`src/design/jsu_pkg.sv`:
```
// jsu_pkg: shared types, constants and helper functions for the json string unescaper
// used by json_string_unescaper and jsu_checker; depends on nothing else
package jsu_pkg;

  // input transaction: one raw byte of the string body
  typedef struct packed {
    logic [7:0] in_byte;
    logic       end_of_string;
  } in_t;

  // output transaction: one decoded byte and/or the closing status
  typedef struct packed {
    logic [7:0] out_byte;
    logic       byte_valid;
    logic       run_last;
    logic       string_done;
    logic       status;
  } out_t;

  // parser phase, one-hot
  typedef enum logic [5:0] {
    PH_NORMAL  = 6'b000001,
    PH_ESCAPE  = 6'b000010,
    PH_HEX     = 6'b000100,
    PH_WANT_BS = 6'b001000,
    PH_WANT_U  = 6'b010000,
    PH_LOWHEX  = 6'b100000
  } phase_e;

  // character codes
  localparam logic [7:0] CH_QUOTE  = 8'h22;
  localparam logic [7:0] CH_BSLASH = 8'h5c;
  localparam logic [7:0] CH_SLASH  = 8'h2f;
  localparam logic [7:0] CH_B      = 8'h62;
  localparam logic [7:0] CH_F      = 8'h66;
  localparam logic [7:0] CH_N      = 8'h6e;
  localparam logic [7:0] CH_R      = 8'h72;
  localparam logic [7:0] CH_T      = 8'h74;
  localparam logic [7:0] CH_U      = 8'h75;
  localparam logic [7:0] CH_0      = 8'h30;
  localparam logic [7:0] CH_9      = 8'h39;
  localparam logic [7:0] CH_UC_A   = 8'h41;
  localparam logic [7:0] CH_UC_F   = 8'h46;
  localparam logic [7:0] CH_LC_A   = 8'h61;
  localparam logic [7:0] CH_LC_F   = 8'h66;

  // control bytes produced by the short escapes
  localparam logic [7:0] BS_BYTE = 8'h08;
  localparam logic [7:0] FF_BYTE = 8'h0c;
  localparam logic [7:0] LF_BYTE = 8'h0a;
  localparam logic [7:0] CR_BYTE = 8'h0d;
  localparam logic [7:0] HT_BYTE = 8'h09;

  // surrogate ranges
  localparam logic [15:0] HI_SURR_MIN = 16'hd800;
  localparam logic [15:0] HI_SURR_MAX = 16'hdbff;
  localparam logic [15:0] LO_SURR_MIN = 16'hdc00;
  localparam logic [15:0] LO_SURR_MAX = 16'hdfff;
  localparam logic [20:0] SUPP_BASE   = 21'h10000;

  // utf-8 encoding result: bytes in send order and their count
  typedef struct packed {
    logic [3:0][7:0] b;
    logic [2:0]      n;
  } utf8_t;

  // hex digit decode: bit 4 set when the byte is a hex digit
  function automatic logic [4:0] hex_digit(input logic [7:0] c);
    logic [7:0] v;
    v = 8'h00;
    if (c >= CH_0 && c <= CH_9) begin
      v = c - CH_0;
      return {1'b1, v[3:0]};
    end else if (c >= CH_UC_A && c <= CH_UC_F) begin
      v = c - CH_UC_A + 8'd10;
      return {1'b1, v[3:0]};
    end else if (c >= CH_LC_A && c <= CH_LC_F) begin
      v = c - CH_LC_A + 8'd10;
      return {1'b1, v[3:0]};
    end
    return 5'b0_0000;
  endfunction

  // scalar value to 1..4 utf-8 bytes
  function automatic utf8_t encode_utf8(input logic [20:0] s);
    utf8_t r;
    r = '0;
    if (s <= 21'h7f) begin
      r.b[0] = s[7:0];
      r.n    = 3'd1;
    end else if (s <= 21'h7ff) begin
      r.b[0] = {3'b110, s[10:6]};
      r.b[1] = {2'b10, s[5:0]};
      r.n    = 3'd2;
    end else if (s <= 21'hffff) begin
      r.b[0] = {4'b1110, s[15:12]};
      r.b[1] = {2'b10, s[11:6]};
      r.b[2] = {2'b10, s[5:0]};
      r.n    = 3'd3;
    end else begin
      r.b[0] = {5'b11110, s[20:18]};
      r.b[1] = {2'b10, s[17:12]};
      r.b[2] = {2'b10, s[11:6]};
      r.b[3] = {2'b10, s[5:0]};
      r.n    = 3'd4;
    end
    return r;
  endfunction

endpackage

```
`src/design/json_string_unescaper.sv`:
```
// json_string_unescaper: decodes a json string body byte stream into utf-8 bytes
// results of an accepted byte are registered; one byte per cycle unless the output stalls
// an escape that yields n utf-8 bytes holds the result register until all n go (n up to 4)
// input stalls until the last result of a run is taken; the next byte is taken as it goes
// reset: asynchronous, active low; parser returns to pass-through, result register empties
// depends on jsu_pkg
module json_string_unescaper (
  input  logic          clk_i,
  input  logic          rst_ni,
  input  logic          in_valid_i,
  output logic          in_stall_o,
  input  jsu_pkg::in_t  in_data_i,
  output logic          out_valid_o,
  input  logic          out_stall_i,
  output jsu_pkg::out_t out_data_o
);
  import jsu_pkg::*;

  // parser state
  phase_e      ph_q, ph_d;
  logic [1:0]  cnt_q, cnt_d;
  logic [15:0] acc_q, acc_d;
  logic [9:0]  hi_q, hi_d;
  logic        err_q, err_d;

  // result register
  logic            res_vld_q, res_vld_d;
  logic [3:0][7:0] res_byte_q;
  logic [2:0]      res_nb_q;
  logic [2:0]      res_tot_q;
  logic [1:0]      res_idx_q, res_idx_d;
  logic            res_eos_q;
  logic            res_stat_q;

  // per-item decode results
  logic [3:0][7:0] dec_byte;
  logic [2:0]      dec_nb;
  logic [2:0]      dec_tot;
  logic            dec_stat;
  logic            fail;
  logic [4:0]      hv;
  logic [15:0]     acc_sh;
  logic [20:0]     pair_scalar;
  utf8_t           enc;

  logic in_acc, out_acc, run_end, res_free, load;
  logic [7:0] b;
  logic       eos;

  assign b   = in_data_i.in_byte;
  assign eos = in_data_i.end_of_string;

  // handshake
  assign run_end     = ({1'b0, res_idx_q} == (res_tot_q - 3'd1));
  assign out_acc     = res_vld_q && !out_stall_i;
  assign res_free    = !res_vld_q || (out_acc && run_end);
  assign in_stall_o  = !res_free;
  assign in_acc      = in_valid_i && res_free;
  assign load        = in_acc && (dec_tot != 3'd0);
  assign out_valid_o = res_vld_q;

  // decode one byte against the parser state
  always_comb begin
    ph_d     = ph_q;
    cnt_d    = cnt_q;
    acc_d    = acc_q;
    hi_d     = hi_q;
    err_d    = err_q;
    dec_byte = '0;
    dec_nb   = 3'd0;
    dec_tot  = 3'd0;
    dec_stat = 1'b0;
    fail     = 1'b0;
    hv       = hex_digit(b);
    acc_sh   = {acc_q[11:0], hv[3:0]};
    pair_scalar = SUPP_BASE + {1'b0, hi_q, acc_sh[9:0]};
    enc      = '0;

    if (!err_q) begin
      unique case (ph_q)
        PH_ESCAPE: begin
          ph_d   = PH_NORMAL;
          dec_nb = 3'd1;
          if (b == CH_QUOTE || b == CH_BSLASH || b == CH_SLASH) dec_byte[0] = b;
          else if (b == CH_B) dec_byte[0] = BS_BYTE;
          else if (b == CH_F) dec_byte[0] = FF_BYTE;
          else if (b == CH_N) dec_byte[0] = LF_BYTE;
          else if (b == CH_R) dec_byte[0] = CR_BYTE;
          else if (b == CH_T) dec_byte[0] = HT_BYTE;
          else if (b == CH_U) begin
            dec_nb = 3'd0;
            acc_d  = '0;
            cnt_d  = 2'd0;
            ph_d   = PH_HEX;
          end else begin
            fail = 1'b1;
          end
        end
        PH_HEX: begin
          if (!hv[4]) begin
            fail = 1'b1;
          end else begin
            acc_d = acc_sh;
            if (cnt_q != 2'd3) begin
              cnt_d = cnt_q + 2'd1;
            end else begin
              cnt_d = 2'd0;
              if (acc_sh >= LO_SURR_MIN && acc_sh <= LO_SURR_MAX) begin
                fail = 1'b1;
              end else if (acc_sh >= HI_SURR_MIN && acc_sh <= HI_SURR_MAX) begin
                hi_d = acc_sh[9:0];
                ph_d = PH_WANT_BS;
              end else begin
                enc      = encode_utf8({5'd0, acc_sh});
                dec_byte = enc.b;
                dec_nb   = enc.n;
                ph_d     = PH_NORMAL;
              end
            end
          end
        end
        PH_WANT_BS: begin
          if (b == CH_BSLASH) ph_d = PH_WANT_U;
          else fail = 1'b1;
        end
        PH_WANT_U: begin
          if (b == CH_U) begin
            acc_d = '0;
            cnt_d = 2'd0;
            ph_d  = PH_LOWHEX;
          end else begin
            fail = 1'b1;
          end
        end
        PH_LOWHEX: begin
          if (!hv[4]) begin
            fail = 1'b1;
          end else begin
            acc_d = acc_sh;
            if (cnt_q != 2'd3) begin
              cnt_d = cnt_q + 2'd1;
            end else begin
              cnt_d = 2'd0;
              if (acc_sh < LO_SURR_MIN || acc_sh > LO_SURR_MAX) begin
                fail = 1'b1;
              end else begin
                enc      = encode_utf8(pair_scalar);
                dec_byte = enc.b;
                dec_nb   = enc.n;
                ph_d     = PH_NORMAL;
              end
            end
          end
        end
        default: begin
          ph_d = PH_NORMAL;
          if (b == CH_BSLASH) begin
            ph_d = PH_ESCAPE;
          end else begin
            dec_byte[0] = b;
            dec_nb      = 3'd1;
          end
        end
      endcase

      // any failure drops output and suppresses the rest of the string
      if (fail) begin
        err_d    = 1'b1;
        ph_d     = PH_NORMAL;
        cnt_d    = 2'd0;
        dec_byte = '0;
        dec_nb   = 3'd0;
      end
    end

    dec_tot = dec_nb;

    // string end: report status, then return to the reset state
    if (eos) begin
      dec_stat = err_d || (ph_d != PH_NORMAL);
      if (dec_nb == 3'd0) dec_tot = 3'd1;
      ph_d  = PH_NORMAL;
      cnt_d = 2'd0;
      acc_d = '0;
      hi_d  = '0;
      err_d = 1'b0;
    end
  end

  // parser state registers
  always_ff @(posedge clk_i or negedge rst_ni) begin
    if (!rst_ni) begin
      ph_q  <= PH_NORMAL;
      cnt_q <= 2'd0;
      acc_q <= '0;
      hi_q  <= '0;
      err_q <= 1'b0;
    end else if (in_acc) begin
      ph_q  <= ph_d;
      cnt_q <= cnt_d;
      acc_q <= acc_d;
      hi_q  <= hi_d;
      err_q <= err_d;
    end
  end

  // result register control
  always_comb begin
    res_vld_d = res_vld_q;
    res_idx_d = res_idx_q;
    if (load) begin
      res_vld_d = 1'b1;
      res_idx_d = 2'd0;
    end else if (out_acc) begin
      if (run_end) res_vld_d = 1'b0;
      else res_idx_d = res_idx_q + 2'd1;
    end
  end

  always_ff @(posedge clk_i or negedge rst_ni) begin
    if (!rst_ni) begin
      res_vld_q <= 1'b0;
      res_idx_q <= 2'd0;
    end else begin
      res_vld_q <= res_vld_d;
      res_idx_q <= res_idx_d;
    end
  end

  // result payload
  always_ff @(posedge clk_i) begin
    if (load) begin
      res_byte_q <= dec_byte;
      res_nb_q   <= dec_nb;
      res_tot_q  <= dec_tot;
      res_eos_q  <= eos;
      res_stat_q <= dec_stat;
    end
  end

  // drive the current result of the run
  always_comb begin
    out_data_o.byte_valid  = ({1'b0, res_idx_q} < res_nb_q);
    out_data_o.out_byte    = out_data_o.byte_valid ? res_byte_q[res_idx_q] : 8'h00;
    out_data_o.run_last    = run_end;
    out_data_o.string_done = run_end && res_eos_q;
    out_data_o.status      = run_end && res_eos_q && res_stat_q;
  end

endmodule

```
`config.mk`:
```
export PLATFORM = sky130hd
export DESIGN_NAME = json_string_unescaper
export DESIGN_NICKNAME = d
export VERILOG_FILES = /design/src/design/jsu_pkg.sv /design/src/design/json_string_unescaper.sv
export SDC_FILE = /design/constraint.sdc
export NUM_CORES = 1
export LEC_CHECK = 0
export BUFFER_PORTS_ARGS = -buffer_cell sky130_fd_sc_hd__buf_2
export CORE_MARGIN = 10
export CORE_UTILIZATION = 35
export DETAILED_ROUTE_END_ITERATION = 7
export GPL_TIMING_DRIVEN = 0
export SLEW_MARGIN = 0
export SYNTH_ARGS = -nofsm -noshare
export SYNTH_HDL_FRONTEND = slang
export SYNTH_SLANG_ARGS = --single-unit
```
`constraint.sdc`:
```
create_clock -name clk_i -period 5.03 [get_ports clk_i]
set_input_delay 0.2515 -clock clk_i [delete_from_list [all_inputs] [get_ports clk_i]]
set_output_delay 0.2515 -clock clk_i [all_outputs]
set_load 0.05 [all_outputs]
```
==> results by group <==
Pwr
  – Share of power burned in registers: 31.8%
  – Pint: 1500 uW
  – Switch Pwr: 1070 uW
  – Maximum VDD drop: 0.297 mV
  – Clock power share: 26.0%
  – Switching share of power: 41.7%
  – Comb power frac: 42.2%
  – PD cells: 445 nW/um^2
  – Pwr Total: 2570 uW
  – P_leak: 0.00216 uW

Synth
  – Mux share of post-synthesis cell area: 6.72%
  – Post-synth EDFFs: 37
  – Synth Flop Type: edfxtp_1
  – Synth Area in Compound Gates: 20.0%
  – Synth unique cells: 84
  – Post-synth top cells: 56 x nor2_1, 54 x nand2_1, 38 x o21ai_0, 37 x edfxtp_1, 33 x dfrtp_1
  – Asr flop ratio synth: 47.9%
  – Synth area leader: edfxtp_1
  – Synthesized net count: 590
  – Count leader, synth: nor2_1
  – Total of warnings raised by yosys: 0
  – Synthesized-area fraction occupied by adder cells: 2.46%
  – Register bit total from synthesis: 71
  – Syn Inst Count: 567
  – Largest family of logic cells by synthesized area: simple AND/OR/NAND/NOR gates
  – Sequential fraction of the synthesis area: 38.6%
  – Avg Cell Area, Syn: 8.96 sq um
  – Post-synthesis instance area: 5080 sq um
  – Largest cells by area after synthesis: edfxtp_1 22%, dfrtp_1 16%, nor2_1 4.1%
  – Post-Synth XOR/XNOR Area: 1.55%
  – Yosys top cell area share: 21.9%
  – Synth Area in Simple Gates: 26.4%

Layout
  – NumNets Final: 627
  – Area of the multi-input gates: 2920 sq um
  – FF/Latch Area: 1960 sq um
  – Layout area overhead: 13.4%
  – Layout cell share with drive strength beyond 1: 14.3%
  – Antenna Cells: 0
  – Layout filler cell count: 1387

STA
  – Hold Slack: 0.00511 ns
  – TNS Setup: 0 ns
  – Worst Clk Skew: 0.00467 ns
  – Worst Max-Slew Pin Slew: 1.06 ns
  – Final-report max-slew violation count: 0
  – Final min period: 4.73 ns
  – Final Hold Fails: 0
  – Final setup viols: 0
  – Fmax: 211 MHz
  – Slew margin rel.: 28.6%
  – Ratio of final minimum period to clock period: 94.1%

Route
  – Final wirelength: 16900 microns
  – Post-Route M1 WL: 7420 microns
  – Number of DRC markers in iteration 0: 444
  – Vias per Instance: 6.13
  – Via count: 4833
  – Met2 WL: 7620 microns
  – Drt drc: 0
  – Highest routed layer: met4
  – Routed wl met3: 1360 microns
  – Routed wire per std cell: 21.4 microns
  – Antenna viol nets, final: 0
  – First-pass detailed-route iteration total: 5

Run status
  – Status: completed

Die
  – Die height: 141 microns
  – Die area: 19700 sq um
  – Boundary pin count: 27
  – Core ar.: 14000 sq um
  – Die X: 141 microns
  – Starting density of the core: 36.2%
  – Cell row count: 43

Clock network
  – # clock sinks: 71
  – CTS Buffer Depth: 2
  – CTS Buf Count: 9
  – Clk_lat worst skew: 0.34 ns
  – Clock transition at path regs: 0.06 ns
  – H-tree depth: 3
  – CTS tree: built
  – Root buf cell: clkbuf_16

Setup path
  – WP data required: 5.01 ns
  – Worst R2R Setup Slack: 0.83 ns
  – CP Capture Type: flop
  – Slowest stage cell, crit path: a211oi_1
  – Max Fanout on Critical Path: 37
  – CP max stage delay: 0.71 ns
  – CP bufs+invs: 3
  – WP data arrival: 4.72 ns
  – Critical-path cell list: buf_2 -> clkbuf_1 -> inv_1 -> ha_1 -> nor4b_1 -> a211oi_1 -> nand3_2 -> nor3_2 -> mux2i_1 -> o31ai_1 -> a2bb2oi_1 -> o31a_4
  – Kind of critical path: primary input to flop
  – Delay-heaviest family, CP: compound AO/OA/AOI/OAI gates
  – Critical Path Source Type: primary input

Global route
  – Pin count of the biggest net entering global routing: 38
  – Gr usage total: 16.6%
  – Gr ovfl total: 0
  – Vias in the first global route: 4585
  – Antenna violations before repair: 0
  – First-pass GRT wire length: 26000 microns

Run
  – MaxCap Viol Count: 0

Placed design
  – Port bufs: 26
  – GPL Wtd Cong: 0.989
  – Detailed Place HPWL: 12800 microns

Min path
  – Worst hold path type: primary input to async pin
-- per-stage QoR --
stage	area (sq um)	util, %	instances	setup slack, ns
final	5770	41.1	789	0.296
after global placement	5440	38.7	773	-0.860
after CTS	5750	41.0	789	0.0319
after global routing	5770	41.1	789	-0.0161
after floorplan	5080	-	567	0.827
after detailed placement	5440	38.7	773	-0.298
-- final cells by class --
cell class                      instances  area share [%]
Buffer                                 33            2.45
Clock buffer                           10            3.97
Clock inverter                          6            1.45
Inverter                               20            1.30
Multi-Input combinational cell        443            50.6
Sequential cell                        71            34.0
Tap cell                              180            3.91
Timing Repair Buffer                   26            2.26
-- metal layers --
| metal | track usage (%) | vias up |
|---|---|---|
| met5 | 0 | - |
| met4 | 6.74 | 0 |
| met3 | 4.33 | 43 |
| met2 | 25.7 | 223 |
| met1 | 21.4 | 2347 |
| li1 | - | 2220 |
-- placed cells by master, fill, tap and decap left out, drive strengths merged, types with 11 or more instances in the layout --
cell type and instances:
nor2 56, nand2 55, o21ai 40, edfxtp 37
buf 36, dfrtp 33, clkbuf 33, a21oi 30
inv 21, nor3 20, nand3 18, and3 15
nor2b 12, mux2 11
-- kinds of logic (layout without fill, tap and decap cells) --
family,after synthesis,after routing
compound gates,149,149
xor+xnor,9,9
fa+ha+maj,10,10
buf+inv,53,95
flops,71,71
mux,24,24
simple gates,251,251
-- repair_timing --
| item | CTS | global route |
|---|---|---|
| hold buffers | 0 | 0 |
| setup buffers | 0 | 0 |
| resized for setup | 0 | 2 |
| endpoints found under the setup margin | 0 | 37 |
-- final timing paths --
kind | from | endpoint | cells after the start
max | in_data_i[1] | res_byte_q[25] | 12
min | rst_ni | hi_q[8] | 1
max reg2reg | ph_q[3] | res_byte_q[25] | 8
min reg2reg | cnt_q[1] | cnt_q[1] | 1
max in group asynchronous | rst_ni | ph_q[1] | 1
min in group clk_i | in_data_i[0] | res_eos_q | 1
-- sequential cells by signal (all words and copies together), names as in the netlist --
name and cells:
cnt_q 2, res_tot_q 3, res_byte_q 29, acc_q 12
ph_q 6, res_stat_q 1, err_q 1, res_eos_q 1
res_idx_q 2, out_valid_o 1, hi_q 10, res_nb_q 3
-- power by group through the flow --
stage | Clock (uW) | Sequential, uW | Combinational [uW]
after floorplan | 0 | 814 | 787
after global placement | 0 | 822 | 1060
after detailed placement | 0 | 828 | 1070
after CTS | 676 | 817 | 1070
after global routing | 713 | 830 | 1180
final | 666 | 817 | 1080
No activity file was read; power rests on OpenSTA's default activity.
